<file path="src/bkd_pkg.sv">
// shared types and constants for the bell kernel density splat block
// no dependencies; every other file but bkd_ram imports this package
`default_nettype none

package bkd_pkg;

  // request codes of an input item
  typedef enum logic [1:0] {
    REQ_CLEAR = 2'd0,
    REQ_ADD   = 2'd1,
    REQ_READ  = 2'd2
  } req_t;

  // configuration register indexes
  localparam logic [1:0] CFG_SMOOTH = 2'd0;
  localparam logic [1:0] CFG_BIN_W  = 2'd1;
  localparam logic [1:0] CFG_BIN_H  = 2'd2;

  // field widths (lengths are doubled q12.4, i.e. 1/32 units)
  localparam int CRD_W   = 16;           // q12.4 coordinate
  localparam int IDX_W   = 8;            // bin index, covers grids up to 256
  localparam int POS2_W  = CRD_W + 1;    // doubled centre
  localparam int RAD_W   = CRD_W + 2;    // doubled radius w + 2*s
  localparam int RR_W    = 2 * RAD_W;    // squared radius
  localparam int AMP_W   = 18;           // amplitude, q2.16
  localparam int PHI_W   = 17;           // bell value, q0.16 up to 1.0
  localparam int APY_W   = AMP_W + PHI_W;
  localparam int PROD_W  = APY_W + PHI_W;
  localparam int CEN_W   = IDX_W + 1 + CRD_W;
  localparam int DEN_W   = 24;           // density q8.16
  localparam int MEM_W   = DEN_W + 1;    // saturation mark over density
  localparam logic [DEN_W-1:0] DMAX = 24'hFFFFFF;

  // shared divider sizes
  localparam int DIV_NW = 52;
  localparam int DIV_DW = 38;
  localparam int DIV_QB = 18;
  localparam int DIV_CW = 5;

  localparam int QUEUE_DEPTH = 2;

  typedef struct packed {
    req_t             req_type;
    logic [1:0]       tier;
    logic [CRD_W-1:0] center_x;
    logic [CRD_W-1:0] center_y;
    logic [CRD_W-1:0] mod_width;
    logic [CRD_W-1:0] mod_height;
    logic [5:0]       read_row;
    logic [5:0]       read_col;
  } in_item_t;

  typedef struct packed {
    logic [DEN_W-1:0] bin_density;
    logic             saturated;
  } out_item_t;

  // work handed from the front to the back
  typedef enum logic [1:0] {
    JOB_CLEAR,
    JOB_ADD,
    JOB_READ
  } job_op_t;

  typedef struct packed {
    job_op_t           op;
    logic              ok;      // read tier and bin inside the grid
    logic [1:0]        tier;
    logic [IDX_W-1:0]  r0;      // first row, or row of a read
    logic [IDX_W-1:0]  r1;
    logic [IDX_W-1:0]  c0;      // first column, or column of a read
    logic [IDX_W-1:0]  c1;
    logic [POS2_W-1:0] x2;
    logic [POS2_W-1:0] y2;
    logic [RAD_W-1:0]  rx2;
    logic [RAD_W-1:0]  ry2;
    logic [RR_W-1:0]   rxx;
    logic [RR_W-1:0]   ryy;
    logic [CRD_W-1:0]  bw;
    logic [CRD_W-1:0]  bh;
    logic [AMP_W-1:0]  amp;
  } job_t;

  typedef enum logic [2:0] {
    F_IDLE,
    F_SETUP,
    F_MUL,
    F_DIV,
    F_PUSH
  } front_state_t;

  typedef enum logic [2:0] {
    DS_AMP,
    DS_CLO,
    DS_CHI,
    DS_RLO,
    DS_RHI
  } div_step_t;

  typedef enum logic [3:0] {
    B_IDLE,
    B_CLR,
    B_RQ,
    B_RS,
    B_CX,
    B_DX,
    B_SQ,
    B_DS,
    B_DV,
    B_PM,
    B_RD
  } back_state_t;

endpackage

`default_nettype wire

</file>
<file path="src/bkd_queue.sv">
// short request queue between the front and the back
// depends on bkd_pkg for job_t
`default_nettype none

module bkd_queue import bkd_pkg::*; (
  input  wire logic clk,
  input  wire logic rst_n,
  input  wire logic push,
  input  wire job_t push_job,
  output logic      full,
  input  wire logic pop,
  output logic      empty,
  output job_t      head
);

  localparam int PW = (QUEUE_DEPTH > 1) ? $clog2(QUEUE_DEPTH) : 1;
  localparam int CW = $clog2(QUEUE_DEPTH + 1);

  job_t          slot_r [QUEUE_DEPTH];
  logic [PW-1:0] wp_r, rp_r;
  logic [CW-1:0] cnt_r;

  // pointers and fill count
  always_ff @(posedge clk) begin
    if (!rst_n) begin
      wp_r  <= '0;
      rp_r  <= '0;
      cnt_r <= '0;
    end else begin
      if (push) begin
        wp_r <= (wp_r == PW'(QUEUE_DEPTH - 1)) ? '0 : wp_r + 1'b1;
      end
      if (pop) begin
        rp_r <= (rp_r == PW'(QUEUE_DEPTH - 1)) ? '0 : rp_r + 1'b1;
      end
      if (push && !pop) begin
        cnt_r <= cnt_r + 1'b1;
      end else if (pop && !push) begin
        cnt_r <= cnt_r - 1'b1;
      end
    end
  end

  // storage
  always_ff @(posedge clk) begin
    if (push) begin
      slot_r[wp_r] <= push_job;
    end
  end

  assign full  = cnt_r == CW'(QUEUE_DEPTH);
  assign empty = cnt_r == '0;
  assign head  = slot_r[rp_r];

  a_no_overflow: assert property (@(posedge clk) disable iff (!rst_n) !(push && full))
    else $error("queue push while full");
  a_no_underflow: assert property (@(posedge clk) disable iff (!rst_n) !(pop && empty))
    else $error("queue pop while empty");

endmodule

`default_nettype wire

</file>
<file path="config.mk">
export PLATFORM = sky130hd
export DESIGN_NAME = bkd_queue
export DESIGN_NICKNAME = d
export VERILOG_FILES = /design/src/bkd_pkg.sv /design/src/bkd_queue.sv
export SDC_FILE = /design/constraint.sdc
export NUM_CORES = 1
export LEC_CHECK = 0
export BUFFER_PORTS_ARGS = -buffer_cell sky130_fd_sc_hd__buf_2
export CAP_MARGIN = 20
export CORE_MARGIN = 2
export CORE_UTILIZATION = 30
export CTS_CLUSTER_SIZE = 40
export DETAILED_ROUTE_END_ITERATION = 7
export REMOVE_ABC_BUFFERS = 1
export SETUP_SLACK_MARGIN = 0.1
export SYNTH_ARGS = -nofsm -noshare
export SYNTH_HDL_FRONTEND = slang
export SYNTH_SLANG_ARGS = --single-unit
</file>
<file path="constraint.sdc">
create_clock -name clk -period 12.2 [get_ports clk]
set_clock_uncertainty 0.15 [all_clocks]
set_input_delay 1.22 -clock clk [delete_from_list [all_inputs] [get_ports clk]]
set_output_delay 1.22 -clock clk [all_outputs]
set_load 0.005 [all_outputs]
</file>
Yosys cells after proc, flatten, opt, wreduce, memory -nomap -nowiden
Memory sizes are Yosys's and may differ from the RTL's. A register that Yosys moved wholly into a read port is not among the register bits.
Index checks and enable logic that the tools add are counted.

cells by class
  shift-type cells = 0
  multiplexer cells = 8
  eq/ne operators = 1
  magnitude comparators = 0
  reductions and logical operators = 6
  $add $sub $neg = 4
  bitwise operators = 0
  divide/modulo/power cells = 0
  multipliers = 0

operator list
  operator               count
  $mux W1                6
  $mux W2                2
  $add A1 B1 Y1 const B  2
  $add A2 B1 Y2 const B  1
  $eq A2 B2 Y1 const B   1
  $logic_and A1 B1 Y1    2
  $logic_not A1 Y1       2
  $logic_not A2 Y1       1
  $reduce_bool A2 Y1     1
  $sub A2 B1 Y2 const B  1

word-level totals
  bits in writable memories = 458
  ROM bits = 0
  register bits after elaboration = 4
  bits in latches = 0
  bits of input ports = 233
  memories kept = 1
  logic and storage cells = 23
  output and inout port bits = 231

memories
  name    depth  width  rd ports  clocked after memory_dff  write ports  line             RTL
  slot_r  2      229    1         1                         1            bkd_queue.sv:19  job_t slot_r [QUEUE_DEPTH];

Longest topological paths before layout
  word-level depth = 4
  gate-level depth with buffers = 5
  mapped depth without buffers = 5

Worst setup path after synthesis
No wires, ideal clock.

  path kind = input-to-reg
  start = in push
  end = reg wp_r
  buffers on the path = 0
  data required time = 11945 ps
  arrival = 11889 ps
  library setup time = 105 ps
  setup slack = 56 ps
  stages = 2
  path through = nor2b_1 -> o21a_1

RTL lines
  item                  line             RTL
  start, declared       bkd_queue.sv:8   input wire logic push,
  end signal, assigned  bkd_queue.sv:31  wp_r <= (wp_r == PW'(QUEUE_DEPTH - 1)) ? '0 : wp_r + 1'b1;
  end, declared         bkd_queue.sv:20  logic [PW-1:0] wp_r, rp_r;

==> results.json <==
{
  "rsz0062_at_grt": "no",
  "htree_levels": 2,
  "portBuffers": 463,
  "fin_crit_sh": 0.390,
  "grt_pass1_wl_um": 51200,
  "crit_required_ps": 10830,
  "worstPathMaxFanout": 69,
  "synth_cell_types": 18,
  "placed_area_sq_mm": 0.0199,
  "die_h_um": 241,
  "drive_gt1_frac": 0.609,
  "tightest_slew_ps": 1010,
  "hold-path-endpoint": "cnt_r[1]$_SDFFE_PN0P_",
  "clkLatencyLatePin_ps": 560,
  "pin_count": 464,
  "vias": 8604,
  "hold_depth": 2,
  "die-area_sq_mm": 0.0580,
  "antenna_found_initial": 7,
  "yosys_warnings": 0,
  "via_per_inst": 4.26,
  "fmax_ghz": 0.210,
  "ctsHoldBuffers": 0,
  "cts.path.max_buffers": 3,
  "rrSetupSlack_ps": 9070,
  "hold_viol_final": 0,
  "final_common_cell": "buf_2",
  "yosysSeqAreaShare": 0.824,
  "max_stage_delay_ps": 770,
  "r2r-start": "wp_r$_SDFFE_PN0P_",
  "cts-root-buf": "clkbuf_16",
  "wl_um": 35800,
  "clk_pin_slew_ps": 60,
  "syn_to_final_growth_pct": 27.3,
  "drc": 0,
  "syn_avg_cell_area_sq_um": 22.9,
  "start_util": 0.304,
  "outcome": "finished, final reports clean",
  "fin_nets": 1466,
  "path_common_cell": "buf_4",
  "overflow": 0,
  "setup_tns_ps": 0,
  "total_leakage_power_nw": 7.87,
  "dpl.hpwl_um": 24400,
  "drv_cap": 0,
  "ctsResizeCount": 0,
  "cts_made_buffers": 48,
  "wl_per_cell_um": 17.7,
  "ys_seq_elements": 463,
  "r2r-end": "slot_r[1][123]$_DFFE_PP_",
  "dr.pass1.iters": 5,
  "cp_slowest_cell": "buf_4",
  "syn_area_sq_mm": 0.0168,
  "min-delay-start": "cnt_r[1]$_SDFFE_PN0P_",
  "clock-sinks": 463,
  "peakVddDrop_mv": 0.128,
  "grt_pass1_vias": 8898,
  "rows": 86,
  "whs_ps": 379,
  "grt_usage": 0.116,
  "netlist_instances": 734,
  "cp.arrival_ps": 3390,
  "setup_slack_ps": 7440,
  "ant_nets": 0,
  "drv_slew": 0,
  "drt_iter0_drc": 293,
  "period_minus_slack_ps": 4760,
  "rr_worst_depth": 3,
  "p_per_area_mw_per_mm2": 168,
  "fin_area_sq_mm": 0.0214,
  "hp-class": "flip-flop to flip-flop",
  "post-place-ws_ps": 8000,
  "gp_congestion": 0.764,
  "cts_tree": "built",
  "postCtsSetupRepairBufs": 0,
  "path_class": "flip-flop to primary output",
  "worstSetupStartpointType": "flip-flop",
  "die_x_um": 241,
  "grt_max_degree": 73,
  "core_sq_mm": 0.0553,
  "setup_viol": 0,
  "critical_path.endpoint_type": "primary output",
  "final_cell_mix": "buf_2 (463), edfxtp_1 (458), mux2_2 (229), clkbuf_16 (49), clkinv_1 (14)",
  "max_slew_margin": 0.329,
  "cp_cell_sequence": "buf_4, buf_4, mux2_2, buf_2"
}
## cells by family (layout without fill, tap and decap cells)
group,Yosys count,count (layout),share of synthesized area
AOI/OAI and AO/OA,3,3,0.00119
adders and majority gates,1,1,0.000744
buffers and inverters,26,559,0.0164
xor gates and xnor gates,3,3,0.00156
and+or+nand+nor,9,9,0.00335
other,0,5,0
muxes,229,229,0.153
DFF,463,463,0.824
## final cells by class
class,count,area [sq um]
diodes,5,12.5
repair buffers,473,2390
clock inverters,30,269
flip-flops and latches,463,13900
well taps,748,936
inverters,1,3.75
clock buffers,55,1250
fillers,5163,33900
multi-input cells,245,2700
## routing by layer
layer,vias up,wire (um),track usage
met5,-,41,0
met4,6,772,0.0368
met3,60,2860,0.0419
met2,292,18400,0.200
met1,4302,13800,0.134
li1,3944,-,-
## report_power, final
part / leakage (nW) / internal, W / switching, W
Sequential: 4.34 / 0.00184 / 0.0000239
Combinational: 2.79 / 0.000160 / 0.000154
Clock: 0.735 / 0.000834 / 0.000576
Total: 7.87 / 0.00284 / 0.000754
## synth_stat cells
| cell type | count | area [sq um] |
|---|---|---|
| or3_1 | 1 | 6.26 |
| nor2_1 | 1 | 3.75 |
| dfxtp_1 | 5 | 100 |
| a21boi_0 | 1 | 7.51 |
| inv_1 | 1 | 3.75 |
| xor2_1 | 2 | 17.5 |
| and2b_2 | 1 | 8.76 |
| o21ai_0 | 1 | 5.00 |
| ha_1 | 1 | 12.5 |
| buf_2 | 1 | 5.00 |
| nor2b_1 | 2 | 12.5 |
| mux2_2 | 229 | 2580 |
| and2_1 | 4 | 25.0 |
| xnor2_1 | 1 | 8.76 |
| buf_6 | 23 | 259 |
| o21a_1 | 1 | 7.51 |
| edfxtp_1 | 458 | 13800 |
| buf_4 | 1 | 7.51 |
## per-stage QoR
step	power, W	instances	utilization
final	0.00359	2020	0.387
after global routing	0.00373	2018	0.387
after CTS	0.00364	2015	0.387
after detailed placement	0.00222	1930	0.360
after floorplan	0.00209	709	-
after global placement	0.00221	1930	0.360
## how the worst max path moves through the flow
stage | from | endpoint | slack [ps] | depth (start not counted)
after detailed placement | flip-flop | head[205] | 8000 | 4
after global placement | push | slot_r[1][102]$_DFFE_PP_ | 8080 | 4
after floorplan | push | wp_r$_SDFFE_PN0P_ | 60 | 2
after CTS | flip-flop | head[205] | 7370 | 4
final | flip-flop | head[137] | 7440 | 4
after global routing | flip-flop | head[94] | 7230 | 4
## state kept, by name (all words and copies together), names as in the netlist, named ones only
signal,count
rp_r,1
cnt_r,2
wp_r,1
slot_r,458
## worst max-delay path: cells and delay by family (launching register included)
| kind | cells | cell delay, ps |
|---|---|---|
| buffers and inverters | 3 | 1550 |
| DFF | 1 | 700 |
| muxes | 1 | 430 |
No activity file was read; power rests on OpenSTA's default activity.
