**src/bkd_pkg.sv**
```systemverilog
// shared types and constants for the bell kernel density splat block
// no dependencies; every other file but bkd_ram imports this package
`default_nettype none

package bkd_pkg;

  // request codes of an input item
  typedef enum logic [1:0] {
    REQ_CLEAR = 2'd0,
    REQ_ADD   = 2'd1,
    REQ_READ  = 2'd2
  } req_t;

  // configuration register indexes
  localparam logic [1:0] CFG_SMOOTH = 2'd0;
  localparam logic [1:0] CFG_BIN_W  = 2'd1;
  localparam logic [1:0] CFG_BIN_H  = 2'd2;

  // field widths (lengths are doubled q12.4, i.e. 1/32 units)
  localparam int CRD_W   = 16;           // q12.4 coordinate
  localparam int IDX_W   = 8;            // bin index, covers grids up to 256
  localparam int POS2_W  = CRD_W + 1;    // doubled centre
  localparam int RAD_W   = CRD_W + 2;    // doubled radius w + 2*s
  localparam int RR_W    = 2 * RAD_W;    // squared radius
  localparam int AMP_W   = 18;           // amplitude, q2.16
  localparam int PHI_W   = 17;           // bell value, q0.16 up to 1.0
  localparam int APY_W   = AMP_W + PHI_W;
  localparam int PROD_W  = APY_W + PHI_W;
  localparam int CEN_W   = IDX_W + 1 + CRD_W;
  localparam int DEN_W   = 24;           // density q8.16
  localparam int MEM_W   = DEN_W + 1;    // saturation mark over density
  localparam logic [DEN_W-1:0] DMAX = 24'hFFFFFF;

  // shared divider sizes
  localparam int DIV_NW = 52;
  localparam int DIV_DW = 38;
  localparam int DIV_QB = 18;
  localparam int DIV_CW = 5;

  localparam int QUEUE_DEPTH = 2;

  typedef struct packed {
    req_t             req_type;
    logic [1:0]       tier;
    logic [CRD_W-1:0] center_x;
    logic [CRD_W-1:0] center_y;
    logic [CRD_W-1:0] mod_width;
    logic [CRD_W-1:0] mod_height;
    logic [5:0]       read_row;
    logic [5:0]       read_col;
  } in_item_t;

  typedef struct packed {
    logic [DEN_W-1:0] bin_density;
    logic             saturated;
  } out_item_t;

  // work handed from the front to the back
  typedef enum logic [1:0] {
    JOB_CLEAR,
    JOB_ADD,
    JOB_READ
  } job_op_t;

  typedef struct packed {
    job_op_t           op;
    logic              ok;      // read tier and bin inside the grid
    logic [1:0]        tier;
    logic [IDX_W-1:0]  r0;      // first row, or row of a read
    logic [IDX_W-1:0]  r1;
    logic [IDX_W-1:0]  c0;      // first column, or column of a read
    logic [IDX_W-1:0]  c1;
    logic [POS2_W-1:0] x2;
    logic [POS2_W-1:0] y2;
    logic [RAD_W-1:0]  rx2;
    logic [RAD_W-1:0]  ry2;
    logic [RR_W-1:0]   rxx;
    logic [RR_W-1:0]   ryy;
    logic [CRD_W-1:0]  bw;
    logic [CRD_W-1:0]  bh;
    logic [AMP_W-1:0]  amp;
  } job_t;

  typedef enum logic [2:0] {
    F_IDLE,
    F_SETUP,
    F_MUL,
    F_DIV,
    F_PUSH
  } front_state_t;

  typedef enum logic [2:0] {
    DS_AMP,
    DS_CLO,
    DS_CHI,
    DS_RLO,
    DS_RHI
  } div_step_t;

  typedef enum logic [3:0] {
    B_IDLE,
    B_CLR,
    B_RQ,
    B_RS,
    B_CX,
    B_DX,
    B_SQ,
    B_DS,
    B_DV,
    B_PM,
    B_RD
  } back_state_t;

endpackage

`default_nettype wire

```
**src/bkd_div.sv**
```systemverilog
// restoring divider, one quotient bit per cycle
// depends on bkd_pkg; the quotient must fit in DIV_QB bits
`default_nettype none

module bkd_div import bkd_pkg::*; (
  input  wire logic              clk,
  input  wire logic              rst_n,
  input  wire logic              start,
  input  wire logic [DIV_NW-1:0] num,
  input  wire logic [DIV_DW-1:0] den,
  output logic                   done,
  output logic      [DIV_QB-1:0] quo
);

  logic [DIV_DW-1:0] rem_r, rem_nxt;
  logic [DIV_DW-1:0] den_r;
  logic [DIV_QB-1:0] sh_r, sh_nxt;
  logic [DIV_CW-1:0] cnt_r;
  logic              run_r, done_r;
  logic [DIV_DW:0]   trial;
  logic              ge;

  // one compare and subtract step
  always_comb begin
    trial   = {rem_r, sh_r[DIV_QB-1]};
    ge      = trial >= {1'b0, den_r};
    rem_nxt = ge ? DIV_DW'(trial - {1'b0, den_r}) : DIV_DW'(trial);
    sh_nxt  = {sh_r[DIV_QB-2:0], ge};
  end

  // control
  always_ff @(posedge clk) begin
    if (!rst_n) begin
      run_r  <= 1'b0;
      done_r <= 1'b0;
      cnt_r  <= '0;
    end else begin
      done_r <= 1'b0;
      if (start) begin
        run_r <= 1'b1;
        cnt_r <= DIV_CW'(DIV_QB);
      end else if (run_r) begin
        cnt_r <= cnt_r - 1'b1;
        if (cnt_r == DIV_CW'(1)) begin
          run_r  <= 1'b0;
          done_r <= 1'b1;
        end
      end
    end
  end

  // datapath
  always_ff @(posedge clk) begin
    if (start) begin
      rem_r <= DIV_DW'(num[DIV_NW-1:DIV_QB]);
      sh_r  <= num[DIV_QB-1:0];
      den_r <= den;
    end else if (run_r) begin
      rem_r <= rem_nxt;
      sh_r  <= sh_nxt;
    end
  end

  assign done = done_r;
  assign quo  = sh_r;

  a_done_idle: assert property (@(posedge clk) disable iff (!rst_n) done_r |-> !run_r)
    else $error("divider done while still running");

endmodule

`default_nettype wire

```
**src/bkd_front.sv**
```systemverilog
// front end: request intake, configuration registers, per-module setup
// depends on bkd_pkg and bkd_div; hands finished requests to the queue
`default_nettype none

module bkd_front import bkd_pkg::*; #(
  parameter int GRID  = 64,
  parameter int TIERS = 4
) (
  input  wire logic       clk,
  input  wire logic       rst_n,
  input  wire logic       start,
  output logic            busy,
  input  wire in_item_t   in_item,
  input  wire logic       hold,
  input  wire logic       cfg_we,
  input  wire logic [1:0] cfg_index,
  input  wire logic [CRD_W-1:0] cfg_data,
  input  wire logic       q_full,
  output logic            q_push,
  output job_t            q_job
);

  front_state_t state_r, state_nxt;
  div_step_t    step_r;
  logic         launched_r;
  in_item_t     item_r;

  logic [CRD_W-1:0]  smooth_r, binw_r, binh_r;
  logic [CRD_W-1:0]  bw_r, bh_r;
  logic [POS2_W-1:0] x2_r, y2_r;
  logic [RAD_W-1:0]  rx2_r, ry2_r;
  logic [31:0]       wh_r;
  logic [RR_W-1:0]   rxy_r, rxx_r, ryy_r;
  logic [DIV_QB-1:0] amp_r, clo_r, chi_r, rlo_r, rhi_r;

  logic [CRD_W-1:0]  bw_c, bh_c, sx_c, sy_c;
  logic              tier_ok, keep, accept;
  logic              div_start, div_done;
  logic [DIV_NW-1:0] div_num;
  logic [DIV_DW-1:0] div_den;
  logic [DIV_QB-1:0] div_quo;
  logic [IDX_W-1:0]  chi_clip, rhi_clip;
  logic              win_empty;

  assign accept  = start && !busy;
  assign tier_ok = 32'(in_item.tier) < TIERS;

  // bin size of zero acts as one, the smoothing term is the larger of sigma and bin size
  always_comb begin
    bw_c = (binw_r == '0) ? CRD_W'(1) : binw_r;
    bh_c = (binh_r == '0) ? CRD_W'(1) : binh_r;
    sx_c = (smooth_r > bw_c) ? smooth_r : bw_c;
    sy_c = (smooth_r > bh_c) ? smooth_r : bh_c;
  end

  // divider operand select per setup step
  always_comb begin
    div_num = '0;
    div_den = DIV_DW'({bw_r, 1'b0});
    case (step_r)
      DS_AMP: begin
        div_num = {36'({wh_r, 3'b000}) + 36'(wh_r), 16'h0000};
        div_den = {rxy_r, 2'b00};
      end
      DS_CLO: begin
        div_num = (18'(x2_r) <= rx2_r) ? '0 : DIV_NW'(18'(x2_r) - rx2_r);
        div_den = DIV_DW'({bw_r, 1'b0});
      end
      DS_CHI: begin
        div_num = DIV_NW'(19'(x2_r) + 19'(rx2_r));
        div_den = DIV_DW'({bw_r, 1'b0});
      end
      DS_RLO: begin
        div_num = (18'(y2_r) <= ry2_r) ? '0 : DIV_NW'(18'(y2_r) - ry2_r);
        div_den = DIV_DW'({bh_r, 1'b0});
      end
      DS_RHI: begin
        div_num = DIV_NW'(19'(y2_r) + 19'(ry2_r));
        div_den = DIV_DW'({bh_r, 1'b0});
      end
      default: begin
        div_num = '0;
      end
    endcase
  end

  bkd_div u_div (
    .clk   (clk),
    .rst_n (rst_n),
    .start (div_start),
    .num   (div_num),
    .den   (div_den),
    .done  (div_done),
    .quo   (div_quo)
  );

  // clip the window to the grid
  always_comb begin
    chi_clip  = (chi_r > DIV_QB'(GRID - 1)) ? IDX_W'(GRID - 1) : IDX_W'(chi_r);
    rhi_clip  = (rhi_r > DIV_QB'(GRID - 1)) ? IDX_W'(GRID - 1) : IDX_W'(rhi_r);
    win_empty = (clo_r > DIV_QB'(chi_clip)) || (rlo_r > DIV_QB'(rhi_clip));
  end

  // next state
  always_comb begin
    state_nxt = state_r;
    unique case (state_r)
      F_IDLE: begin
        if (accept) begin
          case (in_item.req_type)
            REQ_ADD:                state_nxt = tier_ok ? F_SETUP : F_IDLE;
            REQ_CLEAR, REQ_READ:    state_nxt = F_PUSH;
            default:                state_nxt = F_IDLE;
          endcase
        end
      end
      F_SETUP: state_nxt = F_MUL;
      F_MUL:   state_nxt = F_DIV;
      F_DIV: begin
        if (div_done && step_r == DS_RHI) begin
          state_nxt = F_PUSH;
        end
      end
      F_PUSH: begin
        if (!q_full || !keep) begin
          state_nxt = F_IDLE;
        end
      end
      default: state_nxt = F_IDLE;
    endcase
  end

  // outputs
  always_comb begin
    busy      = (state_r != F_IDLE) || hold;
    div_start = (state_r == F_DIV) && !launched_r;
    q_job     = '0;
    keep      = 1'b1;
    case (item_r.req_type)
      REQ_CLEAR: begin
        q_job.op = JOB_CLEAR;
      end
      REQ_READ: begin
        q_job.op   = JOB_READ;
        q_job.tier = item_r.tier;
        q_job.ok   = (32'(item_r.tier) < TIERS) && (32'(item_r.read_row) < GRID)
                     && (32'(item_r.read_col) < GRID);
        q_job.r0   = IDX_W'(item_r.read_row);
        q_job.c0   = IDX_W'(item_r.read_col);
      end
      default: begin
        q_job.op   = JOB_ADD;
        q_job.tier = item_r.tier;
        q_job.r0   = IDX_W'(rlo_r);
        q_job.r1   = rhi_clip;
        q_job.c0   = IDX_W'(clo_r);
        q_job.c1   = chi_clip;
        q_job.x2   = x2_r;
        q_job.y2   = y2_r;
        q_job.rx2  = rx2_r;
        q_job.ry2  = ry2_r;
        q_job.rxx  = rxx_r;
        q_job.ryy  = ryy_r;
        q_job.bw   = bw_r;
        q_job.bh   = bh_r;
        q_job.amp  = AMP_W'(amp_r);
        keep       = !win_empty;
      end
    endcase
    q_push = (state_r == F_PUSH) && !q_full && keep;
  end

  // control registers and configuration
  always_ff @(posedge clk) begin
    if (!rst_n) begin
      state_r    <= F_IDLE;
      launched_r <= 1'b0;
      step_r     <= DS_AMP;
      smooth_r   <= '0;
      binw_r     <= CRD_W'(16);
      binh_r     <= CRD_W'(16);
    end else begin
      state_r <= state_nxt;
      if (cfg_we) begin
        unique case (cfg_index)
          CFG_SMOOTH: smooth_r <= cfg_data;
          CFG_BIN_W:  binw_r   <= cfg_data;
          CFG_BIN_H:  binh_r   <= cfg_data;
          default:    ;
        endcase
      end
      if (state_r == F_MUL) begin
        step_r     <= DS_AMP;
        launched_r <= 1'b0;
      end else if (state_r == F_DIV) begin
        if (div_start) begin
          launched_r <= 1'b1;
        end
        if (div_done) begin
          launched_r <= 1'b0;
          case (step_r)
            DS_AMP:  step_r <= DS_CLO;
            DS_CLO:  step_r <= DS_CHI;
            DS_CHI:  step_r <= DS_RLO;
            DS_RLO:  step_r <= DS_RHI;
            default: step_r <= DS_AMP;
          endcase
        end
      end
    end
  end

  // setup datapath
  always_ff @(posedge clk) begin
    if (accept) begin
      item_r <= in_item;
    end
    if (state_r == F_SETUP) begin
      bw_r  <= bw_c;
      bh_r  <= bh_c;
      x2_r  <= {item_r.center_x, 1'b0};
      y2_r  <= {item_r.center_y, 1'b0};
      rx2_r <= RAD_W'(item_r.mod_width) + {1'b0, sx_c, 1'b0};
      ry2_r <= RAD_W'(item_r.mod_height) + {1'b0, sy_c, 1'b0};
    end
    if (state_r == F_MUL) begin
      wh_r  <= item_r.mod_width * item_r.mod_height;
      rxy_r <= rx2_r * ry2_r;
      rxx_r <= rx2_r * rx2_r;
      ryy_r <= ry2_r * ry2_r;
    end
    if (state_r == F_DIV && div_done) begin
      case (step_r)
        DS_AMP:  amp_r <= div_quo;
        DS_CLO:  clo_r <= div_quo;
        DS_CHI:  chi_r <= div_quo;
        DS_RLO:  rlo_r <= div_quo;
        default: rhi_r <= div_quo;
      endcase
    end
  end

endmodule

`default_nettype wire

```
**config.mk**
```make
export PLATFORM = sky130hd
export DESIGN_NAME = bkd_front
export DESIGN_NICKNAME = d
export VERILOG_FILES = /design/src/bkd_pkg.sv /design/src/bkd_div.sv /design/src/bkd_front.sv
export SDC_FILE = /design/constraint.sdc
export NUM_CORES = 2
export LEC_CHECK = 0
export BUFFER_PORTS_ARGS = -buffer_cell sky130_fd_sc_hd__buf_4
export CAP_MARGIN = 40
export CORE_MARGIN = 1.5
export CORE_UTILIZATION = 35
export DETAILED_ROUTE_END_ITERATION = 7
export HOLD_SLACK_MARGIN = 0.08
export PLACE_DENSITY = 0.6
export SYNTH_ARGS = -nofsm -noshare
export SYNTH_HDL_FRONTEND = slang
export SYNTH_SLANG_ARGS = --single-unit
```
**constraint.sdc**
```tcl
create_clock -name clk -period 20 [get_ports clk]
set_input_delay 2 -clock clk [delete_from_list [all_inputs] [get_ports clk]]
set_output_delay 2 -clock clk [all_outputs]
set_load 0.01 [all_outputs]
```
======== Word level (Yosys, flattened, before mapping) ========
Cells that the tools add are included.
storage, ports and cells
  input bits .............................. 104
  word-level logic and storage cells ...... 157
  register bits ........................... 566
  output and inout bits ................... 231
cells by class
  multiplexer cells ....................... 36
  multipliers ............................. 4
  equality and inequality tests ........... 17
  reduce and logical (&&, ||, !) cells .... 42
  bitwise operators ....................... 3
  add/subtract/negate cells ............... 9
  order comparisons ....................... 9
operators by type and width
  kind                                                  count
  case mux 52 bit (5 select lines)                      1
  2-to-1 mux 200 bit                                    1
  multiplier 18 x 18 -> 36 bit                          3
  2-to-1 mux 52 bit                                     2
  case mux 38 bit (2 select lines)                      1
  2-to-1 mux 34 bit                                     2
  2-to-1 mux 16 bit                                     4
  greater-or-equal comparator 39 x 38 -> 1 bit          1
  adder 17 x 18 -> 19 bit                               2
  2-to-1 mux 38 bit                                     1
  subtractor 17 x 18 -> 19 bit                          2
  subtractor 38 bit                                     1
  adder 16 x 17 -> 18 bit                               2
  adder 35 x 32 -> 36 bit                               1
  > comparator 18 x 6 -> 1 bit (second input constant)  2
  > comparator 18 x 8 -> 1 bit                          2
  <= comparator 17 x 18 -> 1 bit                        2
  2-to-1 mux 18 bit                                     2
  > comparator 16 bit                                   2
  zero test 16 bit                                      2
  multiplier 16 x 16 -> 32 bit                          1
  2-to-1 mux 8 bit                                      3
  case mux 10 bit (2 select lines)                      1
  AND reduction 2 bit                                   10
  28 further kinds                                      69

======== Depth between registers and ports, before layout ========
  word-level depth ........................ 10
  depth in mapped cells ................... 26
  gate-level depth less buffers ........... 24

======== Hierarchy ========
Synthesis repeated with hierarchy kept, for this count alone.
unflattened totals
  cells, all modules ...................... 7035
  area total of the unflattened synthesis .. 67181.9 sq um
by module, submodules not included
  module     instances  cells an instance  sequential area each (sq um)  area each (sq um)
  bkd_front  1          6379               13352.8                       60613.1
  bkd_div    1          656                2922.8                        6568.8

======== Worst setup path before layout ========
Ideal clock, no wire load.
  path kind ............................... reg-to-reg
  start ................................... register state_r[0]
  end ..................................... register bh_r[0], enable pin
  stages on the path, launching flop included .. 3
  path buffers ............................ 1
  period minus slack after synthesis ...... 8570 ps
  arrival ................................. 7868 ps
  library setup time ...................... 702 ps
  required time ........................... 19298 ps
  setup slack ............................. 11430 ps
  cells stage by stage .................... dfxtp_1 -> clkbuf_1 -> nor3b_1
on the way
  longest elaborated chain between the ends .. 1
ends and longest elaborated chain
  what                          RTL line          RTL
  from (decl)                   bkd_front.sv:23   front_state_t state_r, state_nxt;
  from (signal assigned)        bkd_front.sv:183  state_r <= state_nxt;
  equality test 3 x 1 -> 1 bit  bkd_front.sv:218  if (state_r == F_SETUP) begin
  to (signal assigned)          bkd_front.sv:220  bh_r <= bh_c;
  to (decl)                     bkd_front.sv:29   logic [CRD_W-1:0] bw_r, bh_r;
No other way between the ends.
A chain may end at the register's enable or synchronous reset.

======== Worst setup path after layout ========
  start ................................... register rx2_r[5]
  end ..................................... register rxx_r[34] (data pin)
on the way
  longest elaborated chain between the ends .. 1
ends and longest elaborated chain
  what                          RTL line          RTL
  from (decl)                   bkd_front.sv:31   logic [RAD_W-1:0] rx2_r, ry2_r;
  from (signal assigned)        bkd_front.sv:223  rx2_r <= RAD_W'(item_r.mod_width) + {1'b0, sx_c, 1'b0};
  multiplier 18 x 18 -> 36 bit  bkd_front.sv:229  rxx_r <= rx2_r * rx2_r;
  to (signal assigned)          bkd_front.sv:229
  to (decl)                     bkd_front.sv:33   logic [RR_W-1:0] rxy_r, rxx_r, ryy_r;
No other way between the ends.

==> flow_summary_export.csv <==
group,metric,value,unit
drt,routed_wl,208000,µm
grt,grt_pass1_vias,52440,
finish,num-nets-final,8911,
placed_design,io_buffers,326,
cts,clkTransAtPathRegs,70,ps
finish,syn_to_final_growth,11.58,%
finish,post-route-util,0.3935,
timing,slew_headroom,0.3561,
yosys,syn_area_per_cell,9.472,µm²
placed_design,placed_cell_area,0.07241,mm²
yosys,async_flop_share,0,
min_path,min_from,"item_r[74]",
yosys,syn_inst,7081,
die,dieWidth,440.8,µm
cts,ctsResizeCount,0,
timing,min_period,8725,ps
worst_setup_path,startpoint_type,"register",
grt,grt_pass1_wl,314500,µm
cts,clock_latency,730,ps
cts,ctsHoldBuffers,0,
worst_setup_path,regToRegEndpoint,"rxx_r[34]",
timing,fin_setup_tns,0,ps
finish,drive_above_1_share,0.08571,
drt,wl_per_cell,21.13,µm
die,die_y,440.8,µm
outcome,status,"finished clean",
drt,drtAntennaViolNets,0,
worst_setup_path,cp.arrival,9180,ps
grt,grt_max_degree,171,
worst_setup_path,path_class,"reg2reg",
cts,cts.sinks,563,
grt,grt_usage,0.2136,
drt,dr.pass1.iters,6,
cts,cts_root_buf,"clkbuf_16",
die,core_area,0.1902,mm²
die,ios,335,
drt,vias_per_cell,5.166,
yosys,synth_cell_types,101,
worst_setup_path,cp_top_family,"adder cells",
worst_setup_path,critical_path_buf_inv_count,7,
finish,design_area,0.07484,mm²
timing,clock_skew,39.05,ps
grt,antenna_found_initial,5,
worst_setup_path,worstRegToRegCells,24,
yosys,ys_seq_area_frac,0.2422,
worst_setup_path,slowest_stage,"clkinv_1",
worst_setup_path,r2r_slack,11280,ps
timing,setup_viol,0,
die,rows,160,
cts,cts_buffer_depth,3,
cts,cts_buffers,71,
drt,via_count,50850,
yosys,synth_warnings,0,
timing,fin_hold_ws,415.9,ps
finish,multi_input_area,0.04465,mm²
timing,fmax,114.6,MHz
timing,max_slew.worst_pin.slew,965.9,ps
timing,finalCritPeriodShare,0.4362,
min_path,hold_depth,0,
grt,grt_overflow,0,
cts,cts_tree,"built",
yosys,synth_ff_type,"edfxtp_1",
yosys,synth_edf_count,497,
drt,drcViolationCount,0,
timing,grt_setup_unrepaired,"no",
worst_setup_path,r2r-start,"rx2_r[5]",
finish,layout_common_cells,"inv_1 (1308), fa_1 (892), nand2_1 (793)",
die,initial_core_util,0.3527,
worst_setup_path,critPathMaxFanout,21,
run,drv_cap,0,
cts,cts_setup_buffers,0,
yosys,ys_seq_elements,563,
min_path,whs_endpoint,"x2_r[15]",
worst_setup_path,required,20460,ps
timing,slew_viol_final,0,
yosys,syn_area,0.06707,mm²
finish,final_common_cell,"inv_1",
finish,n_fill_cell,18910,
cts,h-tree-depth,3,
worst_setup_path,cpPeakStageDelay,930,ps
placed_design,gp_congestion,0.9292,
worst_setup_path,cp_cell_sequence,"clkinv_1 -> nor2_1 -> inv_1 -> fa_1 -> inv_1 -> fa_1 -> inv_1 -> fa_1 -> fa_1 -> inv_1 -> fa_1 -> inv_1 -> fa_1 -> inv_1 -> ha_1 -> and3_1 -> a21boi_0 -> a41oi_1 -> a21boi_1 -> a2111oi_2 -> o311ai_1 -> a31o_2 -> a311oi_1 -> xnor2_1",
drt,dr.first_iter.drc_count,3734,
placed_design,dpl.hpwl,161200,µm
timing,hold_violations,0,
finish,seq_area,0.01625,mm²
worst_setup_path,critPathCaptureType,"register",
die,die_area,0.1943,mm²
min_path,hold_class,"reg2reg",
## cell usage after synthesis, types with 29 or more instances
cell      instances  share of area
mux2i_1          32         0.0048
and2_1          312          0.029
o21ai_0         171          0.013
nor3_1           76         0.0057
nand2_1         793          0.044
o21bai_1         30         0.0034
nor2b_1          44         0.0041
dfxtp_1          66          0.020
nand2b_1         40         0.0037
nand3_1          85         0.0063
fa_1            892           0.27
a31oi_1          29         0.0027
xnor2_1         147          0.019
edfxtp_1        497           0.22
clkbuf_1        276          0.015
inv_1          1310          0.073
nor2_1          518          0.029
o21a_1           60         0.0067
xor2_1           56         0.0073
a21oi_1         311          0.023
ha_1            646           0.12
or3_1            29         0.0027
o211ai_1         37         0.0041
a21o_1           88         0.0098
## cells by family after synthesis
| logic type | count (synthesis) | share of synthesized area |
|---|---|---|
| AOI/OAI and AO/OA | 1038 | 0.1034 |
| DFF | 563 | 0.2422 |
| buffers and inverters | 1648 | 0.09327 |
| and+or+nand+nor | 2040 | 0.1401 |
| other | 2 | 0.0001120 |
| adders and majority gates | 1538 | 0.3868 |
| muxes | 49 | 0.007630 |
| xor gates and xnor gates | 203 | 0.02651 |
## registers in the layout (all words and copies together) (netlist names), 5 cells and up
signal / count
bh_r: 16
binh_r: 16
rxy_r: 36
rlo_r: 18
item_r: 80
rxx_r: 35
binw_r: 16
smooth_r: 16
u_div.rem_r: 38
y2_r: 16
rx2_r: 18
amp_r: 18
ryy_r: 35
u_div.quo: 18
u_div.cnt_r: 5
ry2_r: 18
chi_r: 18
clo_r: 18
x2_r: 16
wh_r: 32
rhi_r: 18
bw_r: 16
u_div.den_r: 37
## how the worst max path moves through the flow
stage	from	endpoint	slack (ps)	cells past startpoint
2_1_floorplan	state_r[0]	bh_r[0]	11430	2
3_3_place_gp	rx2_r[5]	rxx_r[34]	11350	24
3_5_place_dp	rx2_r[5]	rxx_r[34]	11260	24
4_1_cts	rx2_r[5]	rxx_r[34]	11270	24
5_1_grt	rx2_r[5]	rxx_r[34]	10910	24
6_report	rx2_r[5]	rxx_r[34]	11280	24
## routing by layer
layer,part of all wire,global-route usage,vias to the layer above
met2,0.46,0.3511,1721
met3,0.067,0.03582,397
li1,-,-,23250
met4,0.052,0.09838,0
met1,0.42,0.2743,25480
met5,0,0,-
## area by class of cell
type,count,area share
Multi-Input combinational cell,4880,0.5966
Clock buffer,91,0.02585
Clock inverter,40,0.006353
Timing Repair Buffer,430,0.04556
Inverter,1323,0.06639
Sequential cell,563,0.2171
Antenna cell,4,0.0001338
Tap cell,2511,0.04198
## per-stage QoR
step,setup slack (ps),std cells
2_1_floorplan,11430,7091
3_3_place_gp,11350,9689
3_5_place_dp,11260,9706
4_1_cts,11270,9837
5_1_grt,10910,9840
6_report,11280,9842
Power is not shown: default switching activity piles up to over one toggle a cycle in this logic, so the estimate is an artifact.
